[src/rc_pkg.sv]
// Types, constants and helper functions of the radix conversion block.
`default_nettype none
package rc_pkg;

	localparam int DEF_VALUE_BITS = 32;
	localparam int DEF_OUT_DIGITS = 32;
	localparam int QUEUE_DEPTH    = 2;
	localparam int DIV_BITS       = 4;
	localparam int BASE_BITS      = 6;

	localparam logic [BASE_BITS-1:0] BASE_MIN      = 6'd2;
	localparam logic [BASE_BITS-1:0] BASE_MAX      = 6'd36;
	localparam logic [BASE_BITS-1:0] RESET_IN_BASE  = 6'd10;
	localparam logic [BASE_BITS-1:0] RESET_OUT_BASE = 6'd2;
	localparam logic [BASE_BITS-1:0] DEC_DIGITS     = 6'd10;

	localparam logic [7:0] CH_0     = 8'h30;
	localparam logic [7:0] CH_9     = 8'h39;
	localparam logic [7:0] CH_UP_A  = 8'h41;
	localparam logic [7:0] CH_UP_Z  = 8'h5A;
	localparam logic [7:0] CH_LO_A  = 8'h61;
	localparam logic [7:0] CH_LO_Z  = 8'h7A;

	typedef enum logic [0:0] {
		REG_IN_BASE  = 1'b0,
		REG_OUT_BASE = 1'b1
	} cfg_reg_t;

	typedef struct packed {
		logic [7:0] digit_char;
		logic       digit_last;
	} digit_t;

	typedef struct packed {
		logic [7:0] out_char;
		logic       out_last;
		logic       overflow;
		logic       bad_digit;
	} result_t;

	typedef struct packed {
		logic overflow;
		logic bad;
	} rc_flags_t;

	typedef enum logic [1:0] {
		B_IDLE,
		B_DIV,
		B_READ,
		B_LOAD
	} back_state_t;

	function automatic logic [BASE_BITS-1:0] clamp_base(logic [BASE_BITS-1:0] b);
		logic [BASE_BITS-1:0] r;
		r = b;
		if (b < BASE_MIN)
			r = BASE_MIN;
		else if (b > BASE_MAX)
			r = BASE_MAX;
		return r;
	endfunction

	// {bad, value}; bad characters read as zero
	function automatic logic [BASE_BITS:0] char_value(logic [7:0] c,
			logic [BASE_BITS-1:0] base);
		logic [7:0] v;
		logic       bad;
		bad = 1'b0;
		v   = '0;
		if (c >= CH_UP_A && c <= CH_UP_Z)
			v = c - CH_UP_A + 8'(DEC_DIGITS);
		else if (c >= CH_LO_A && c <= CH_LO_Z)
			v = c - CH_LO_A + 8'(DEC_DIGITS);
		else if (c >= CH_0 && c <= CH_9)
			v = c - CH_0;
		else
			bad = 1'b1;
		if (!bad && v >= 8'(base))
			bad = 1'b1;
		if (bad)
			v = '0;
		return {bad, v[BASE_BITS-1:0]};
	endfunction

	function automatic logic [7:0] digit_to_char(logic [BASE_BITS-1:0] d);
		logic [7:0] c;
		if (d < DEC_DIGITS)
			c = CH_0 + 8'(d);
		else
			c = CH_UP_A + 8'(d - DEC_DIGITS);
		return c;
	endfunction

endpackage
`default_nettype wire

[src/rc_front.sv]
// Front end: decodes digit characters and folds them into the value by Horner's rule.
`default_nettype none
module rc_front import rc_pkg::*; #(
	parameter int VALUE_BITS = DEF_VALUE_BITS
) (
	input  wire logic                    clk,
	input  wire logic                    arst_n,
	input  wire logic [BASE_BITS-1:0]    in_base,
	input  wire logic                    digit_valid,
	output logic                         digit_ready,
	input  wire digit_t                  digit,
	input  wire logic                    q_ready,
	output logic                         q_push,
	output logic [VALUE_BITS+1:0]        q_data
);

	localparam int SW = VALUE_BITS + BASE_BITS + 1;

	logic [VALUE_BITS-1:0] acc_q;
	rc_flags_t             flags_q;
	logic [BASE_BITS-1:0]  ib;
	logic [BASE_BITS:0]    cv;
	logic [SW-1:0]         sum;
	logic                  wrap;
	rc_flags_t             flags_n;
	logic                  take;

	always_comb begin
		ib   = clamp_base(in_base);
		cv   = char_value(digit.digit_char, ib);
		sum  = SW'(acc_q) * SW'(ib) + SW'(cv[BASE_BITS-1:0]);
		wrap = |sum[SW-1:VALUE_BITS];
		flags_n.overflow = flags_q.overflow | wrap;
		flags_n.bad      = flags_q.bad | cv[BASE_BITS];
	end

	// a digit is taken only while the queue has room, whether it closes a number or not
	assign digit_ready = q_ready;
	assign take        = digit_valid & digit_ready;
	assign q_push      = take & digit.digit_last;
	assign q_data      = {sum[VALUE_BITS-1:0], flags_n};

	always_ff @(posedge clk or negedge arst_n) begin
		if (!arst_n) begin
			acc_q   <= '0;
			flags_q <= '0;
		end else if (take) begin
			if (digit.digit_last) begin
				acc_q   <= '0;
				flags_q <= '0;
			end else begin
				acc_q   <= sum[VALUE_BITS-1:0];
				flags_q <= flags_n;
			end
		end
	end

endmodule
`default_nettype wire

[src/rc_queue.sv]
// Short queue of finished values between front and back.
`default_nettype none
module rc_queue import rc_pkg::*; #(
	parameter int W     = DEF_VALUE_BITS + 2,
	parameter int DEPTH = QUEUE_DEPTH
) (
	input  wire logic         clk,
	input  wire logic         arst_n,
	input  wire logic         push,
	input  wire logic [W-1:0] push_data,
	output logic              ready,
	input  wire logic         pop,
	output logic              valid,
	output logic [W-1:0]      pop_data
);

	localparam int PW = (DEPTH > 1) ? $clog2(DEPTH) : 1;
	localparam int CW = $clog2(DEPTH + 1);

	logic [W-1:0]  slot_q [DEPTH];
	logic [PW-1:0] wr_ptr_q;
	logic [PW-1:0] rd_ptr_q;
	logic [CW-1:0] cnt_q;
	logic          do_push;
	logic          do_pop;

	assign ready    = cnt_q != CW'(DEPTH);
	assign valid    = cnt_q != '0;
	assign pop_data = slot_q[rd_ptr_q];
	assign do_push  = push & ready;
	assign do_pop   = pop & valid;

	function automatic logic [PW-1:0] bump(logic [PW-1:0] p);
		return (p == PW'(DEPTH - 1)) ? '0 : p + 1'b1;
	endfunction

	always_ff @(posedge clk or negedge arst_n) begin
		if (!arst_n) begin
			wr_ptr_q <= '0;
			rd_ptr_q <= '0;
			cnt_q    <= '0;
		end else begin
			if (do_push)
				wr_ptr_q <= bump(wr_ptr_q);
			if (do_pop)
				rd_ptr_q <= bump(rd_ptr_q);
			if (do_push && !do_pop)
				cnt_q <= cnt_q + 1'b1;
			else if (do_pop && !do_push)
				cnt_q <= cnt_q - 1'b1;
		end
	end

	always_ff @(posedge clk) begin
		if (do_push)
			slot_q[wr_ptr_q] <= push_data;
	end

endmodule
`default_nettype wire

[src/rc_back.sv]
// Back end: repeated division by the output radix, digit store and character read-out.
`default_nettype none
module rc_back import rc_pkg::*; #(
	parameter int VALUE_BITS = DEF_VALUE_BITS,
	parameter int OUT_DIGITS = DEF_OUT_DIGITS
) (
	input  wire logic                 clk,
	input  wire logic                 arst_n,
	input  wire logic [BASE_BITS-1:0] out_base,
	input  wire logic                 q_valid,
	input  wire logic [VALUE_BITS+1:0] q_data,
	output logic                      q_pop,
	output logic                      result_valid,
	input  wire logic                 result_ready,
	output result_t                   result
);

	localparam int DS    = DIV_BITS;
	localparam int STEPS = (VALUE_BITS + DS - 1) / DS;
	localparam int PADW  = STEPS * DS;
	localparam int SW    = $clog2(STEPS);
	localparam int AW    = $clog2(OUT_DIGITS);
	localparam int CW    = $clog2(OUT_DIGITS + 1);

	back_state_t          state_q, state_d;
	logic [PADW-1:0]      work_q, work_n;
	logic [BASE_BITS-1:0] rem_q, rem_n;
	logic [SW-1:0]        step_q;
	logic [CW-1:0]        count_q, cnt_inc;
	logic [AW-1:0]        idx_q;
	rc_flags_t            flags_q;
	logic [BASE_BITS-1:0] store_q [OUT_DIGITS];
	logic [BASE_BITS-1:0] rd_q;
	result_t              res_q;
	logic                 res_valid_q;
	logic [BASE_BITS-1:0] ob;
	logic [DS-1:0]        qbits;
	logic                 last_step;
	logic                 quot_nz;
	logic                 cut;
	logic                 wr_en;
	logic                 load;

	// DS long-division bits per cycle, value walked MSB first
	always_comb begin
		logic [BASE_BITS:0] t;
		ob    = clamp_base(out_base);
		rem_n = rem_q;
		qbits = '0;
		for (int i = 0; i < DS; i++) begin
			t = {rem_n, work_q[PADW-1-i]};
			if (t >= {1'b0, ob}) begin
				t = t - {1'b0, ob};
				qbits[DS-1-i] = 1'b1;
			end
			rem_n = t[BASE_BITS-1:0];
		end
		work_n = {work_q[PADW-DS-1:0], qbits};
	end

	assign last_step = step_q == SW'(STEPS - 1);
	assign quot_nz   = |work_n;
	assign cnt_inc   = count_q + 1'b1;
	assign cut       = quot_nz && (cnt_inc == CW'(OUT_DIGITS));

	always_comb begin
		state_d = state_q;
		q_pop   = 1'b0;
		wr_en   = 1'b0;
		load    = 1'b0;
		unique case (state_q)
			B_IDLE: begin
				if (q_valid) begin
					q_pop   = 1'b1;
					state_d = B_DIV;
				end
			end
			B_DIV: begin
				if (last_step) begin
					wr_en = 1'b1;
					if (!quot_nz || cut)
						state_d = B_READ;
				end
			end
			B_READ: begin
				if (!res_valid_q || result_ready)
					state_d = B_LOAD;
			end
			B_LOAD: begin
				load    = 1'b1;
				state_d = (idx_q == '0) ? B_IDLE : B_READ;
			end
			default: state_d = B_IDLE;
		endcase
	end

	always_ff @(posedge clk or negedge arst_n) begin
		if (!arst_n) begin
			state_q     <= B_IDLE;
			step_q      <= '0;
			count_q     <= '0;
			idx_q       <= '0;
			res_valid_q <= 1'b0;
		end else begin
			state_q <= state_d;
			if (q_pop) begin
				step_q  <= '0;
				count_q <= '0;
			end else if (state_q == B_DIV) begin
				step_q <= last_step ? '0 : step_q + 1'b1;
				if (last_step) begin
					count_q <= cnt_inc;
					idx_q   <= AW'(cnt_inc - 1'b1);
				end
			end else if (load && idx_q != '0) begin
				idx_q <= idx_q - 1'b1;
			end
			if (load)
				res_valid_q <= 1'b1;
			else if (result_ready)
				res_valid_q <= 1'b0;
		end
	end

	always_ff @(posedge clk) begin
		if (q_pop) begin
			work_q  <= PADW'(q_data[VALUE_BITS+1:2]);
			flags_q <= rc_flags_t'(q_data[1:0]);
			rem_q   <= '0;
		end else if (state_q == B_DIV) begin
			work_q <= work_n;
			rem_q  <= last_step ? '0 : rem_n;
			if (last_step && cut)
				flags_q.overflow <= 1'b1;
		end
		if (load) begin
			res_q.out_char  <= digit_to_char(rd_q);
			res_q.out_last  <= idx_q == '0;
			res_q.overflow  <= flags_q.overflow;
			res_q.bad_digit <= flags_q.bad;
		end
	end

	// digit store: one write port, one registered read port
	always_ff @(posedge clk) begin
		if (wr_en)
			store_q[count_q[AW-1:0]] <= rem_n;
		rd_q <= store_q[idx_q];
	end

	assign result_valid = res_valid_q;
	assign result       = res_q;

endmodule
`default_nettype wire

[src/radix_conversion.sv]
// Top level of the radix conversion block: configuration registers and the front/back split.
//
// Usage
//   cfg channel: write in_base (index REG_IN_BASE) or out_base (REG_OUT_BASE), only
//   while the block is idle. cfg_ready is always high. Values outside 2..36 clamp.
//   digit channel: one ASCII digit per transfer, most significant first; digit_last
//   closes the number. Letters of either case are 10..35; anything else, or a digit
//   not below in_base, reads as zero and raises bad_digit.
//   result channel: the value in out_base as ASCII, most significant first, out_last
//   on the final character. overflow flags a wrapped value or a cut digit string.
// Timing
//   The front takes one digit per cycle while the queue has room (one multiply-add into
//   the accumulator). Finished values wait in a two-entry queue. The back divides by
//   out_base in its 4-bit-per-cycle divider, one output digit per pass over the value,
//   then reads each character from the digit store through B_READ and B_LOAD.
//   It takes the next value from the queue only after the last character is loaded.
// Reset: arst_n clears the accumulator, queue and back end; bases return to 10 and 2.
// Stall: a held result keeps the back waiting; the front keeps taking digits until
//   the queue is full, then drops digit_ready.
`default_nettype none
module radix_conversion import rc_pkg::*; #(
	parameter int VALUE_BITS = DEF_VALUE_BITS,
	parameter int OUT_DIGITS = DEF_OUT_DIGITS
) (
	input  wire logic                 clk,
	input  wire logic                 arst_n,
	input  wire logic                 cfg_valid,
	output logic                      cfg_ready,
	input  wire cfg_reg_t             cfg_index,
	input  wire logic [BASE_BITS-1:0] cfg_data,
	input  wire logic                 digit_valid,
	output logic                      digit_ready,
	input  wire digit_t               digit,
	output logic                      result_valid,
	input  wire logic                 result_ready,
	output result_t                   result
);

	localparam int QW = VALUE_BITS + $bits(rc_flags_t);

	logic [BASE_BITS-1:0] in_base_q;
	logic [BASE_BITS-1:0] out_base_q;
	logic                 q_push;
	logic [QW-1:0]        q_wdata;
	logic                 q_ready;
	logic                 q_pop;
	logic                 q_valid;
	logic [QW-1:0]        q_rdata;

	// config writes are always taken
	assign cfg_ready = 1'b1;

	always_ff @(posedge clk or negedge arst_n) begin
		if (!arst_n) begin
			in_base_q  <= RESET_IN_BASE;
			out_base_q <= RESET_OUT_BASE;
		end else if (cfg_valid) begin
			unique case (cfg_index)
				REG_IN_BASE:  in_base_q  <= cfg_data;
				REG_OUT_BASE: out_base_q <= cfg_data;
				default: ;
			endcase
		end
	end

	// front: Horner accumulation, one digit per cycle while the queue has room
	rc_front #(
		.VALUE_BITS (VALUE_BITS)
	) u_front (
		.clk         (clk),
		.arst_n      (arst_n),
		.in_base     (in_base_q),
		.digit_valid (digit_valid),
		.digit_ready (digit_ready),
		.digit       (digit),
		.q_ready     (q_ready),
		.q_push      (q_push),
		.q_data      (q_wdata)
	);

	// decouples the two halves so a stalled receiver does not stop digit intake until the queue is full
	rc_queue #(
		.W     (QW),
		.DEPTH (QUEUE_DEPTH)
	) u_queue (
		.clk       (clk),
		.arst_n    (arst_n),
		.push      (q_push),
		.push_data (q_wdata),
		.ready     (q_ready),
		.pop       (q_pop),
		.valid     (q_valid),
		.pop_data  (q_rdata)
	);

	// back: division loop and character read-out
	rc_back #(
		.VALUE_BITS (VALUE_BITS),
		.OUT_DIGITS (OUT_DIGITS)
	) u_back (
		.clk          (clk),
		.arst_n       (arst_n),
		.out_base     (out_base_q),
		.q_valid      (q_valid),
		.q_data       (q_rdata),
		.q_pop        (q_pop),
		.result_valid (result_valid),
		.result_ready (result_ready),
		.result       (result)
	);

endmodule
`default_nettype wire

[config.mk]
export PLATFORM = sky130hd
export DESIGN_NAME = radix_conversion
export DESIGN_NICKNAME = d
export VERILOG_FILES = /design/src/rc_pkg.sv /design/src/rc_front.sv /design/src/rc_queue.sv /design/src/rc_back.sv /design/src/radix_conversion.sv
export SDC_FILE = /design/constraint.sdc
export NUM_CORES = 1
export LEC_CHECK = 0
export BUFFER_PORTS_ARGS = -buffer_cell sky130_fd_sc_hd__buf_2
export CORE_MARGIN = 2
export CORE_UTILIZATION = 55
export DETAILED_ROUTE_END_ITERATION = 10
export PLACE_DENSITY = 0.71
export SLEW_MARGIN = 20
export SYNTH_ARGS = -nofsm -noshare
export SYNTH_HDL_FRONTEND = slang
export SYNTH_SLANG_ARGS = --single-unit
[constraint.sdc]
create_clock -name clk -period 21.5 [get_ports clk]
set_input_delay 1.075 -clock clk [delete_from_list [all_inputs] [get_ports clk]]
set_output_delay 1.075 -clock clk [all_outputs]
set_load 0.005 [all_outputs]
Word level (Yosys, flattened, before mapping)
Memory sizes are Yosys's and may differ from the RTL's. A register that Yosys moved wholly into a read port is not among the register bits.
Index checks and enable logic that the tools add are counted.
Widths: inputs -> output; s select.
{"block": "word_totals", "regBits": 118, "latch_bits": 0, "mem_bits_rw": 260, "rom_bits": 0, "inputBits": 21, "out_inout_bits": 14, "elab_cells": 172, "mem_count": 2}
{"block": "op_classes", "n_addsub": 21, "mul": 1, "n_div": 0, "n_lt_le_gt_ge": 16, "eq_ne": 10, "shifts": 0, "muxes": 59, "bitwise_logic": 8, "reduce_logical": 34}
{"name": "u_back.store_q", "depth": 32, "width": 6, "rd": 1, "rd_ports_with_merged_regs": 1, "wr": 1, "line_no": "rc_back.sv:32", "source": "logic [BASE_BITS-1:0] store_q [OUT_DIGITS];"}
{"name": "u_queue.slot_q", "depth": 2, "width": 34, "rd": 1, "rd_ports_with_merged_regs": 0, "wr": 1, "line_no": "rc_queue.sv:20", "source": "logic [W-1:0] slot_q [DEPTH];"}
{"cell": "$mux 32", "count": 3}
{"cell": "$mux 6", "count": 13}
{"cell": "$add 38x6->39", "count": 1}
{"cell": "$mul 32x6->38", "count": 1}
{"cell": "$mux 8", "count": 4}
{"cell": "$reduce_or 32->1", "count": 1}
{"cell": "$ge 7x6->1", "count": 4}
{"cell": "$mux 1", "count": 24}
{"cell": "$sub 6x6->6", "count": 4}
{"cell": "$add 8x4->8 const B", "count": 2}
{"cell": "$ge 8x7->1 const B", "count": 2}
{"cell": "$le 8x7->1 const B", "count": 2}
{"cell": "$mux 2", "count": 8}
{"cell": "$sub 8x7->8 const B", "count": 2}
{"cell": "$mux 5", "count": 3}
{"cell": "$reduce_bool 2->1", "count": 7}
{"cell": "$gt 6x6->1 const B", "count": 2}
{"cell": "$lt 6x2->1 const B", "count": 2}
{"cell": "$sub 5x1->5 const B", "count": 2}
{"cell": "$logic_and 1x1->1", "count": 9}
{"cell": "$mux 3", "count": 3}
{"cell": "$add 7x8->8 const A", "count": 1}
{"cell": "$ge 8x6->1", "count": 1}
{"cell": "$ge 8x6->1 const B", "count": 1}
{"cell": "other kinds (29)", "count": 47}

Longest topological paths before layout
{"block": "logic_depth", "word_depth": 17, "depth_mapped": 40, "depth_no_buf": 37}

Cells and area by module
Synthesis repeated with hierarchy kept, for this count alone.
{"block": "hier_totals", "hier_cells": 2085, "hier_area_um2": 24280.8}
{"module": "rc_back", "n_inst": 1, "cells_per_inst": 920, "area_each_um2": 12490.7, "seq_area_each_um2": 7782.5}
{"module": "rc_front", "n_inst": 1, "cells_per_inst": 1012, "area_each_um2": 8506.9, "seq_area_each_um2": 850.8}
{"module": "rc_queue", "n_inst": 1, "cells_per_inst": 124, "area_each_um2": 2798.9, "seq_area_each_um2": 2142.1}
{"module": "radix_conversion", "n_inst": 1, "cells_per_inst": 29, "area_each_um2": 484.2, "seq_area_each_um2": 304.0}

Worst setup path before layout
No wires, ideal clock.
{"block": "synth_path", "path_kind": "reg2reg", "startpoint": "reg out_base_q[4]", "endpoint": "mem u_back.store_q[0][0] (data pin)", "setup_time_ns": 0.392, "arrival_ns": 8.614, "required_time_ns": 21.108, "slack_ns": 12.494, "stages_incl_launch_ff": 37, "path_buffers": 3, "period_less_slack_ns": 9.006, "path_cell_list": "dfrtp_1 -> or2_2 -> nor2_1 -> a21oi_1 -> ha_1 -> nor2b_4 -> o31a_1 -> o211ai_1 -> and2_1 -> clkbuf_1 -> mux2_2 -> ha_1 -> o21ai_0 -> a31oi_1 -> a311o_2 -> o21ai_0 -> inv_1 -> ha_1 -> nand2b_1 -> a21oi_1 -> a211oi_1 -> o221ai_1 -> a2111o_1 -> and2_1 -> buf_6 -> o21ai_0 -> inv_1 -> ha_1 -> nor2b_1 -> o21ai_0 -> nand2b_1 -> a21o_1 -> a21o_1 -> o22a_1 -> a211o_1 -> buf_6 -> mux2i_1"}
{"block": "synth_via", "elab_chain_cells": 11, "word_cells_on_any_way": 16, "cone_classes": "add/sub: 4; order compare: 6; mux: 6"}
{"item": "start: declaration", "line_no": "radix_conversion.sv:42", "source": "logic [BASE_BITS-1:0] out_base_q;"}
{"item": "start signal: assignment", "line_no": "radix_conversion.sv:60", "source": "REG_OUT_BASE: out_base_q <= cfg_data;"}
{"item": "$gt 6x6->1", "line_no": "rc_pkg.sv:58", "source": "else if (b > BASE_MAX)"}
{"item": "$mux 6", "line_no": "rc_pkg.sv:58"}
{"item": "$mux 6 (*)", "line_no": "rc_pkg.sv:56", "source": "if (b < BASE_MIN)"}
{"item": "$sub 6x6->6 / $ge 7x6->1 (equally long branches)", "line_no": "rc_back.sv:53, rc_back.sv:52"}
{"item": "$mux 6", "line_no": "rc_back.sv:52", "source": "if (t >= {1'b0, ob}) begin"}
{"item": "$sub 6x6->6 / $ge 7x6->1 (equally long branches)", "line_no": "rc_back.sv:53, rc_back.sv:52"}
{"item": "$mux 6", "line_no": "rc_back.sv:52"}
{"item": "$sub 6x6->6 / $ge 7x6->1 (equally long branches)", "line_no": "rc_back.sv:53, rc_back.sv:52"}
{"item": "$mux 6", "line_no": "rc_back.sv:52"}
{"item": "$ge 7x6->1", "line_no": "rc_back.sv:52"}
{"item": "$mux 6 (*)", "line_no": "rc_back.sv:52"}
{"item": "net u_back.rem_n[0]", "line_no": "rc_back.sv:27", "source": "logic [BASE_BITS-1:0] rem_q, rem_n;"}
{"item": "end: declaration", "line_no": "rc_back.sv:32"}
The timed path passes the listed nets; every way through them passes the cells marked *.

Final worst setup path
{"block": "layout_path", "startpoint": "reg out_base_q[4]", "endpoint": "mem u_back.store_q[10][5] (data pin)"}
{"block": "layout_via", "elab_chain_cells": 11, "word_cells_on_any_way": 16, "cone_classes": "add/sub: 4; order compare: 6; mux: 6"}
{"item": "$gt 6x6->1", "line_no": "rc_pkg.sv:58"}
{"item": "$mux 6", "line_no": "rc_pkg.sv:58"}
{"item": "$mux 6 (*)", "line_no": "rc_pkg.sv:56"}
{"item": "$sub 6x6->6 / $ge 7x6->1 (equally long branches)", "line_no": "rc_back.sv:53, rc_back.sv:52"}
{"item": "$mux 6", "line_no": "rc_back.sv:52"}
{"item": "$sub 6x6->6 / $ge 7x6->1 (equally long branches)", "line_no": "rc_back.sv:53, rc_back.sv:52"}
{"item": "$mux 6", "line_no": "rc_back.sv:52"}
{"item": "$sub 6x6->6 / $ge 7x6->1 (equally long branches)", "line_no": "rc_back.sv:53, rc_back.sv:52"}
{"item": "$mux 6", "line_no": "rc_back.sv:52"}
{"item": "$sub 6x6->6 / $ge 7x6->1 (equally long branches)", "line_no": "rc_back.sv:53, rc_back.sv:52"}
{"item": "$mux 6 (*)", "line_no": "rc_back.sv:52"}
{"item": "net u_back.rem_n[5]", "line_no": "rc_back.sv:27"}
Marks and branches as above.

==> flow_summary.ini <==
[outcome]
status = complete, no violations

[critical_path]
rr_startpoint = out_base_q[4]
path_common_cell = ha_1
reg2reg_slack_ns = 11.86
crit_required_ns = 21.77
start_kind = flip-flop
crit_fanout = 33
r2r_cells = 32
max_stage_delay_ns = 0.67
worst_r2r_endpoint = u_back.store_q[10][5]
path_buf_inv = 1
endpoint_kind = flip-flop
cp_slowest_cell = mux2_2
crit_type = flip-flop to flip-flop
critPathArrivalTime_ns = 9.91
cp_top_family = compound AO/OA/AOI/OAI gates
crit_cells = 32

[timing]
min_period_ns = 9.64
fmax_ghz = 0.104
finalHoldViolCount = 0
setup_viol = 0
post-route-period-util_pct = 44.8
slew_viol_final = 0
rsz0062_at_grt = no
max_slew_margin_pct = 33.1
setup_tns_ns = 0
tightest_slew_ns = 0.997
finClkSkew_ns = 0.0337

[synth]
synth_ff_type = edfxtp_1
synth_top_area_share_pct = 39.0
synthCells = 1939
yosysTopAreaCell = edfxtp_1
yosysWarnings = 0
synth_cell_types = 67
seq_area_frac_synth_pct = 47.2
ys_seq_elements = 384
synth_nets = 2225
synth_area_leaders = edfxtp_1 39%, fa_1 11%, ha_1 7.3%, dfrtp_1 6.8%, mux4_2 5.8%
synthArstFlopShare_pct = 17.4
synth_edf_count = 305
syn_avg_cell_area_um2 = 12.1
syn_area_um2 = 23500

[cells_and_area]
final_common_cell = edfxtp_1
final_cell_mix = 305 x edfxtp_1, 252 x nand2_1, 178 x inv_1
nets = 2243
drive_gt1_share_pct = 11.3
syn2layout_area_growth_pct = 8.39
post-route-util_pct = 60.5
n_fill_cell = 3247
antenna_cells = 0

[grt]
grt_pass1_wl_um = 83900
grt_max_degree = 68
grt-ovfl-total = 0
grt_pass1_vias = 15400
grt_usage_pct = 24.3
antenna_found_initial = 0

[cts]
post_cts_buffers = 0
cts_root_buffer = clkbuf_16
clock_sinks = 384
cts_hold_buf = 0
cts_tree = yes
clk_pin_slew_ns = 0.06
clock_path_buffers = 3
ctsHtreeMaxLevel = 2
cts.repair.resized = 0
clk_latency_ns = 0.56
cts_buffers = 39

[floorplan]
core_um2 = 42000
fp.dieH_um = 211
die_area_um2 = 44300
row_count = 75
io-pin-count = 35
start_util_pct = 55.8
die_w_um = 211

[route]
drtPass1Iterations = 6
wl_per_cell_um = 20.3
routed_wl_um = 51400
initialDrtViolationCount = 1127
antenna_left = 0
drc_errors = 0
vias_per_cell = 5.93
vias = 15000

[place]
dp_hpwl_um = 36900
gp_congestion = 0.880
io_buffers = 33

[hold_path]
worstHoldPathType = flip-flop to flip-flop
holdPathEnd = u_front.flags_q[0]
hold_depth = 1
hold_start = u_front.flags_q[0]

[flow_run]
max_cap_violations = 0
==> per-stage QoR <==
step	cells	worst slack [ns]	area [um^2]	hold WS [ns]
floorplan	1939	12.49	23500	0.400
global placement	2455	12.24	24200	0.464
detailed placement	2455	11.95	24200	0.475
CTS	2527	11.91	25400	0.488
global route	2527	11.10	25400	0.499
finish	2527	11.86	25400	0.487
==> kinds of logic (layout without fill, tap and decap cells) <==
family / count (synthesis) / count (layout) / synth area share [%]
simple gates: 539 / 539 / 10.5
buf+inv: 252 / 301 / 4.11
flops: 384 / 384 / 47.2
xor+xnor: 59 / 59 / 2.20
fa+ha+maj: 266 / 266 / 18.3
compound gates: 307 / 307 / 8.57
other cells: 1 / 1 / 0.0160
mux: 131 / 131 / 9.05
==> worst max path at each step <==
stage,startpoint,to
2_1_floorplan,out_base_q[4],u_back.store_q[0][0]
3_3_place_gp,out_base_q[4],u_back.store_q[8][5]
3_5_place_dp,out_base_q[4],u_back.store_q[8][5]
4_1_cts,out_base_q[4],u_back.store_q[8][5]
5_1_grt,out_base_q[4],u_back.store_q[8][5]
6_report,out_base_q[4],u_back.store_q[10][5]
==> cell usage after synthesis (25+ instances only) <==
cell type  instances
o21ai_0           85
fa_1             128
inv_1            178
clkbuf_1          61
nand2_1          252
mux2i_1           41
dfrtp_1           64
a22o_1            36
ha_1             137
edfxtp_1         305
xnor2_1           38
nor2_1           103
a21oi_1           63
and2_1            57
mux4_2            60
a21o_1            25
==> final cells by class <==
type	instances	area, um^2	area share (%)
inverters	178	668	2.63
clock buffers	52	1090	4.28
multi-input cells	1303	11400	45.0
repair buffers	51	303	1.19
well taps	539	674	2.65
clock inverters	20	174	0.684
flip-flops and latches	384	11100	43.6
==> state kept, by name, summed over array words and instances (netlist names), 2 cells and up <==
signal / flops
in_base_q: 6
u_back.work_q: 32
u_back.count_q: 6
u_queue.slot_q: 68
u_back.idx_q: 5
u_queue.cnt_q: 2
u_back.state_q: 2
u_back.result: 11
u_back.store_q: 192
u_front.acc_q: 32
u_back.step_q: 3
u_front.flags_q: 2
u_back.flags_q: 2
out_base_q: 6
u_back.rd_q: 6
u_back.rem_q: 6
==> routing by layer <==
layer	GRT usage, %	share of wire [%]
met3	2.53	5.6
met4	8.21	2.6
met5	0	0
met1	34.0	43
met2	40.1	48
Power is not shown: default switching activity piles up to over one toggle a cycle in this logic, so the estimate is an artifact.
